==> config.mk <==
export PLATFORM = sky130hd
export DESIGN_NAME = fifo_handoff_mutex_table_core
export DESIGN_NICKNAME = d
export VERILOG_FILES = /design/src/hdl/fhm_pkg.sv /design/src/hdl/fifo_handoff_mutex_table_core.sv
export SDC_FILE = /design/constraint.sdc
export NUM_CORES = 1
export LEC_CHECK = 0
export BUFFER_PORTS_ARGS = -buffer_cell sky130_fd_sc_hd__buf_4
export CORE_ASPECT_RATIO = 0.8
export CORE_UTILIZATION = 55
export DETAILED_ROUTE_END_ITERATION = 16
export PLACE_DENSITY = 0.71
export SKIP_CTS_REPAIR_TIMING = 1
export SYNTH_ARGS = -nofsm -noshare
export SYNTH_HDL_FRONTEND = slang
export SYNTH_SLANG_ARGS = --single-unit
==> constraint.sdc <==
create_clock -name clk -period 5.56 [get_ports clk]
set_input_delay 0.556 -clock clk [delete_from_list [all_inputs] [get_ports clk]]
set_output_delay 0.556 -clock clk [all_outputs]
set_load 0.01 [all_outputs]
==> src/hdl/fhm_pkg.sv <==
// ----------------------------------------------------------------------------
// fhm_pkg
// Shared types and codes for the mutex table with FIFO wait queues.
// ----------------------------------------------------------------------------
`default_nettype none

package fhm_pkg;

  localparam int NUM_LOCKS_DEF   = 16;
  localparam int NUM_THREADS_DEF = 64;

  localparam int KIND_W   = 1;
  localparam int LOCKID_W = 4;
  localparam int THID_W   = 6;
  localparam int STATUS_W = 3;

  // request kinds
  localparam logic [KIND_W-1:0] KIND_LOCK   = 1'b0;
  localparam logic [KIND_W-1:0] KIND_UNLOCK = 1'b1;

  // result codes
  localparam logic [STATUS_W-1:0] ST_OK         = 3'd0;
  localparam logic [STATUS_W-1:0] ST_QUEUED     = 3'd1;
  localparam logic [STATUS_W-1:0] ST_DEADLOCK   = 3'd2;
  localparam logic [STATUS_W-1:0] ST_NOT_OWNER  = 3'd3;
  localparam logic [STATUS_W-1:0] ST_NOT_LOCKED = 3'd4;
  localparam logic [STATUS_W-1:0] ST_WAITING    = 3'd5;

  typedef struct packed {
    logic [KIND_W-1:0]   kind;
    logic [LOCKID_W-1:0] lock_id;
    logic [THID_W-1:0]   thread_id;
  } req_t;

  typedef struct packed {
    logic [STATUS_W-1:0] status;
    logic                woken_valid;
    logic [THID_W-1:0]   woken_thread;
  } rsp_t;

endpackage

`default_nettype wire

==> src/hdl/fifo_handoff_mutex_table_core.sv <==
// ----------------------------------------------------------------------------
// fifo_handoff_mutex_table_core
// Table of mutexes with per-lock FIFO wait queues kept in synchronous RAMs.
// ----------------------------------------------------------------------------
// Sequence: an accepted request reads its lock-table row in S_READ; an unlock
//   that hands off to a waiter adds S_NEXT (one extra RAM read of the waiter's
//   next pointer). A new transaction is taken only after the lock-table
//   read-modify-write ends, and start is taken again while done is high.
// Reset: synchronous; afterwards busy stays high while the waiting-flag RAM
//   is swept to zero. The receiver cannot stall results.
`default_nettype none

module fifo_handoff_mutex_table_core
  import fhm_pkg::*;
#(
  parameter int NUM_LOCKS   = NUM_LOCKS_DEF,
  parameter int NUM_THREADS = NUM_THREADS_DEF
) (
  input  wire logic clk,
  input  wire logic rst,
  input  wire logic start,
  input  wire req_t req,
  output logic      busy,
  output logic      done,
  output rsp_t      rsp
);

  localparam int LW = $clog2(NUM_LOCKS);
  localparam int TW = $clog2(NUM_THREADS);

  // sequencer codes
  localparam logic [1:0] S_CLEAR = 2'd0;
  localparam logic [1:0] S_IDLE  = 2'd1;
  localparam logic [1:0] S_READ  = 2'd2;
  localparam logic [1:0] S_NEXT  = 2'd3;

  // One lock-table row: busy mark, owner and the wait queue's head/tail.
  typedef struct packed {
    logic          busy;
    logic [TW-1:0] owner;
    logic [TW-1:0] head;
    logic [TW-1:0] tail;
    logic          nonempty;
  } entry_t;

  // --------------------------------------------------------------------------
  // Registers
  // --------------------------------------------------------------------------
  logic [1:0]          state, state_next;
  logic [TW-1:0]       clr_idx;
  logic [KIND_W-1:0]   req_kind;
  logic [LW-1:0]       req_lk;
  logic [TW-1:0]       req_th;
  entry_t              ent_q;
  logic [NUM_LOCKS-1:0] lock_valid;

  // RAMs: lock table, waiting flag per thread, next pointer per thread.
  // The lock table has a valid bit per row; an unwritten row reads as free.
  // The waiting flags get a zeroing sweep after reset. The next pointers are
  // only read on queues of two or more, so they are never cleared.
  entry_t        lock_mem [NUM_LOCKS];
  logic          wait_mem [NUM_THREADS];
  logic [TW-1:0] next_mem [NUM_THREADS];

  entry_t        lock_rd;
  logic          lock_rd_vld;
  logic          wait_rd;
  logic [TW-1:0] next_rd;

  // --------------------------------------------------------------------------
  // Index reduction: lock_id mod NUM_LOCKS, thread_id mod NUM_THREADS, done
  // by conditional subtraction of shifted multiples (few narrow steps).
  // --------------------------------------------------------------------------
  logic [16:0]   lk_rem, th_rem;
  logic [LW-1:0] lk_in;
  logic [TW-1:0] th_in;

  always_comb begin
    lk_rem = 17'(req.lock_id);
    for (int k = 3; k >= 0; k--) begin
      if (lk_rem >= (17'(NUM_LOCKS) << k)) begin
        lk_rem = lk_rem - (17'(NUM_LOCKS) << k);
      end
    end
    th_rem = 17'(req.thread_id);
    for (int k = 5; k >= 0; k--) begin
      if (th_rem >= (17'(NUM_THREADS) << k)) begin
        th_rem = th_rem - (17'(NUM_THREADS) << k);
      end
    end
  end

  assign lk_in = LW'(lk_rem);
  assign th_in = TW'(th_rem);

  logic accept;
  assign accept = start && (state == S_IDLE);
  assign busy   = (state != S_IDLE);

  // --------------------------------------------------------------------------
  // Decision logic
  // --------------------------------------------------------------------------
  entry_t        ent_cur;
  entry_t        lock_wdata;
  logic          lock_we;
  logic          wait_we;
  logic [TW-1:0] wait_waddr;
  logic          wait_wdata;
  logic          next_we;
  logic          fin;
  rsp_t          rsp_next;

  assign ent_cur = lock_rd_vld ? lock_rd : '0;

  always_comb begin
    state_next = state;
    lock_we    = 1'b0;
    lock_wdata = ent_cur;
    wait_we    = 1'b0;
    wait_waddr = req_th;
    wait_wdata = 1'b0;
    next_we    = 1'b0;
    fin        = 1'b0;
    rsp_next   = '0;
    case (state)
      S_CLEAR: begin
        wait_we    = 1'b1;
        wait_waddr = clr_idx;
        wait_wdata = 1'b0;
        if (clr_idx == TW'(NUM_THREADS - 1)) begin
          state_next = S_IDLE;
        end
      end
      S_IDLE: begin
        if (accept) begin
          state_next = S_READ;
        end
      end
      S_READ: begin
        fin        = 1'b1;
        state_next = S_IDLE;
        if (wait_rd) begin
          rsp_next.status = ST_WAITING;
        end else if (req_kind == KIND_LOCK) begin
          if (ent_cur.busy && (ent_cur.owner == req_th)) begin
            rsp_next.status = ST_DEADLOCK;
          end else if (ent_cur.busy) begin
            // append to the tail of the wait queue
            if (ent_cur.nonempty) begin
              next_we = 1'b1;
            end else begin
              lock_wdata.head     = req_th;
              lock_wdata.nonempty = 1'b1;
            end
            lock_wdata.tail = req_th;
            lock_we         = 1'b1;
            wait_we         = 1'b1;
            wait_wdata      = 1'b1;
            rsp_next.status = ST_QUEUED;
          end else begin
            lock_wdata.busy  = 1'b1;
            lock_wdata.owner = req_th;
            lock_we          = 1'b1;
            rsp_next.status  = ST_OK;
          end
        end else begin
          if (!ent_cur.busy) begin
            rsp_next.status = ST_NOT_LOCKED;
          end else if (ent_cur.owner != req_th) begin
            rsp_next.status = ST_NOT_OWNER;
          end else if (ent_cur.nonempty) begin
            // handoff: head waiter stops waiting; its next pointer is read now
            fin        = 1'b0;
            state_next = S_NEXT;
            wait_we    = 1'b1;
            wait_waddr = ent_cur.head;
            wait_wdata = 1'b0;
          end else begin
            lock_wdata.busy  = 1'b0;
            lock_wdata.owner = '0;
            lock_we          = 1'b1;
            rsp_next.status  = ST_OK;
          end
        end
      end
      S_NEXT: begin
        lock_wdata       = ent_q;
        lock_wdata.owner = ent_q.head;
        if (ent_q.head == ent_q.tail) begin
          lock_wdata.nonempty = 1'b0;
        end else begin
          lock_wdata.head = next_rd;
        end
        lock_we               = 1'b1;
        fin                   = 1'b1;
        state_next            = S_IDLE;
        rsp_next.status       = ST_OK;
        rsp_next.woken_valid  = 1'b1;
        rsp_next.woken_thread = THID_W'(ent_q.head);
      end
      default: begin
        state_next = S_IDLE;
      end
    endcase
  end

  // --------------------------------------------------------------------------
  // Control registers
  // --------------------------------------------------------------------------
  always_ff @(posedge clk) begin
    if (rst) begin
      state      <= S_CLEAR;
      clr_idx    <= '0;
      done       <= 1'b0;
      lock_valid <= '0;
    end else begin
      state <= state_next;
      done  <= fin;
      if (state == S_CLEAR) begin
        clr_idx <= clr_idx + 1'b1;
      end
      if (lock_we) begin
        lock_valid[req_lk] <= 1'b1;
      end
    end
  end

  // Transaction payload and result; no reset needed.
  always_ff @(posedge clk) begin
    if (accept) begin
      req_kind <= req.kind;
      req_lk   <= lk_in;
      req_th   <= th_in;
    end
    if (state == S_READ) begin
      ent_q <= ent_cur;
    end
    if (fin) begin
      rsp <= rsp_next;
    end
  end

  // --------------------------------------------------------------------------
  // RAMs with registered reads. Writes land only in S_CLEAR, S_READ and S_NEXT
  // and the next read is issued in S_IDLE, so no same-entry overlap occurs.
  // --------------------------------------------------------------------------
  always_ff @(posedge clk) begin
    if (lock_we) begin
      lock_mem[req_lk] <= lock_wdata;
    end
    lock_rd     <= lock_mem[lk_in];
    lock_rd_vld <= lock_valid[lk_in];
  end

  always_ff @(posedge clk) begin
    if (wait_we) begin
      wait_mem[wait_waddr] <= wait_wdata;
    end
    wait_rd <= wait_mem[th_in];
  end

  always_ff @(posedge clk) begin
    if (next_we) begin
      next_mem[ent_cur.tail] <= req_th;
    end
    next_rd <= next_mem[ent_cur.head];
  end

endmodule

`default_nettype wire

==> summary.txt <==
Outcome = finished, final reports clean
Slew Viols, Final = 0
Clock transition at path regs = 0.06 ns
DIE HEIGHT = 225.2 µm
Clk sinks = 856
Crit start category = flip-flop
VDD IR-drop max = 0.2551 mV
Final Setup Violations = 0
DR pass1 iterations = 6
Synthesized area = 34250 µm²
Synth Warn # = 0
Hold Crit Class = in2reg
WP data arrival = 4.44 ns
Total GRT Usage = 24.96%
Max FO, Critical Path = 26
Hold Vio Cnt, Final = 0
Max Cap Viol = 0
DRT Wirelength = 77.11 mm
Static Leak = 12.36 nW
Slew headroom = 10.71%
Die Width = 281.0 µm
Initial DRC Count = 2368
Vias in the first global route = 17730
Required @ worst endpoint = 5.84 ns
Share of cells above drive strength 1 = 22.31%
Asr flop ratio synth = 0%
Max H-tree Level = 3
Synthesized net count = 1940
Pwr/cell area = 341.8 nW/µm²
Drt wl/cell = 27.09 µm
Clk root buf = clkbuf_16
Number of cells on the worst hold path = 1
Synth Area per Inst = 17.84 µm²
Largest cells by area after synthesis = edfxtp_1 70%, mux4_2 12%, dfxtp_1 3.1%, nor2_1 1.7%, mux2_2 1.5%
TritonCTS clock tree = yes
Worst-margin pin slew = 1.333 ns
Post-route ant nets = 0
Port Buf Inserts = 25
# IOs = 26
Starting Density = 55.86%
GP Congestion = 0.8794
Netlist cell types = 60
First-pass GRT wire length = 115.5 mm
Sequential fraction of the synthesis area = 73.51%
Initial antenna violation count = 0
Post-synth EDFFs = 803
CP endpoint kind = flip-flop
Remaining Overflow, GRT = 0
Clock buffer depth = 3
Via-to-Cell Ratio = 6.482
Ys flop type = edfxtp_1
Final Hold Slack = 0.09870 ns
Residual DRC = 0
Top cell type's share of synthesized area = 70.41%
Synth Register Bits = 856
DP Wirelength = 47.63 mm
Total core area = 61320 µm²
Largest net degree at the start of global routing = 75
Post-Syn Instances = 1920
RSZ-0062 raised after global routing = false
Fin crit period = 4.166 ns
R2r worst-path depth = 5
Critical path class = reg2reg
Area Growth Syn to Fin = 11.42%
CTS buffer count = 82
Most common cell after layout, fill and taps aside = edfxtp_1
Antenna diode count = 0
Yosys top cell by area = edfxtp_1
Layout Nets = 1969
Period Utilization, post-route = 74.93%
Most frequent cells in the layout = 803 x edfxtp_1, 180 x mux4_2, 151 x nor2_1
Setup TNS = 0 ns
Vias = 18450
# rows = 81
Clk_skew = 0.03026 ns
Max Freq = 240.0 MHz
Skew-Pair Late Insertion Delay = 0.65 ns
Die area = 63280 µm²
area by class of cell:
type,count,area (µm²)
sequential,856,25180
fill,4208,23150
timing repair buffer,66,499.2
inverter,22,82.58
tap,830,1039
clock buffer,103,2193
clock inverter,49,559.3
multi-input combinational,921,8608
path summary, 6_finish.rpt:
check	startpoint	endpoint	slack (ns)
hold reg to reg	lock_valid[14]	lock_valid[14]	0.46
setup reg to reg	lock_rd_vld	next_mem[47][0]	1.39
hold / removal	req[10]	req_kind	0.1
setup / recovery	lock_rd_vld	next_mem[47][0]	1.39
synthesized netlist by cell type (2+ instances only):
master       n
edfxtp_1   803
mux4_2     180
nor2_1     151
nand2_1    113
nor3_1      76
clkbuf_1    68
dfxtp_1     53
mux2_2      47
o22ai_1     43
o21ai_0     41
a21oi_1     34
buf_1       31
nand2b_1    25
nand3_1     23
inv_1       21
buf_2       20
mux2i_1     19
o211ai_1    17
o41ai_1     16
a221o_1     15
a211oi_1    13
o221ai_1    10
xor2_1      10
and2_1       9
ha_1         6
o2111ai_1    6
o211a_1      6
o311ai_0     6
and3_1       4
nand4b_1     4
or2_2        4
or3_1        4
xnor2_1      4
nand2_2      3
nand4_1      3
nor3b_1      3
nor4_1       3
o22a_1       3
nor2b_1      2
routing by layer:
layer  global-route usage, %  share of wire [%]
met4                   6.381                2.2
met1                   40.10                 44
met5                       0                  0
met2                   35.68                 45
met3                   4.116                9.3
power by group:
part | leakage, nW | switching [mW] | internal, mW
combinational | 3.11 | 0.205 | 0.159
clock | 1.32 | 2.43 | 3.25
sequential | 7.92 | 0.0392 | 6.96
total | 12.4 | 2.67 | 10.4
sequential cells by signal, indices dropped and copies added (netlist names), 10 cells and up:
register,cells
lock_rd,20
next_mem,384
ent_q,14
lock_valid,16
wait_mem,64
lock_mem,320
rsp,10
through the flow:
| step | power [mW] | setup WS (ns) | instances | cell area, µm² | utilization (%) |
|---|---|---|---|---|---|
| after floorplan | 7.387 | 0.8330 | 1920 | 34250 | - |
| after global placement | 7.502 | 1.685 | 2695 | 35410 | 57.75 |
| after detailed placement | 7.505 | 1.535 | 2695 | 35410 | 57.75 |
| after CTS | 13.09 | 1.532 | 2847 | 38160 | 62.24 |
| after global routing | 13.35 | 1.240 | 2847 | 38160 | 62.24 |
| final | 13.04 | 1.394 | 2847 | 38160 | 62.24 |
kinds of logic after synthesis:
group / count (synthesis) / share of synthesized area [%]
AO/OA/AOI/OAI: 222 / 4.548
XOR/XNOR: 14 / 0.3580
adder cells (fa/ha/maj): 6 / 0.2192
buffers and inverters: 143 / 1.673
flip-flops: 856 / 73.51
multiplexers: 247 / 13.98
AND/OR/NAND/NOR: 432 / 5.717
critical path, cell delays in order, from the launching register on:
cell,delay (ns)
dfxtp_1,0.98
nand2_1,0.36
or4_1,0.66
nor3b_1,0.44
nand3_1,0.67
nor2_1,0.69
(Power assumes the default switching activity.)
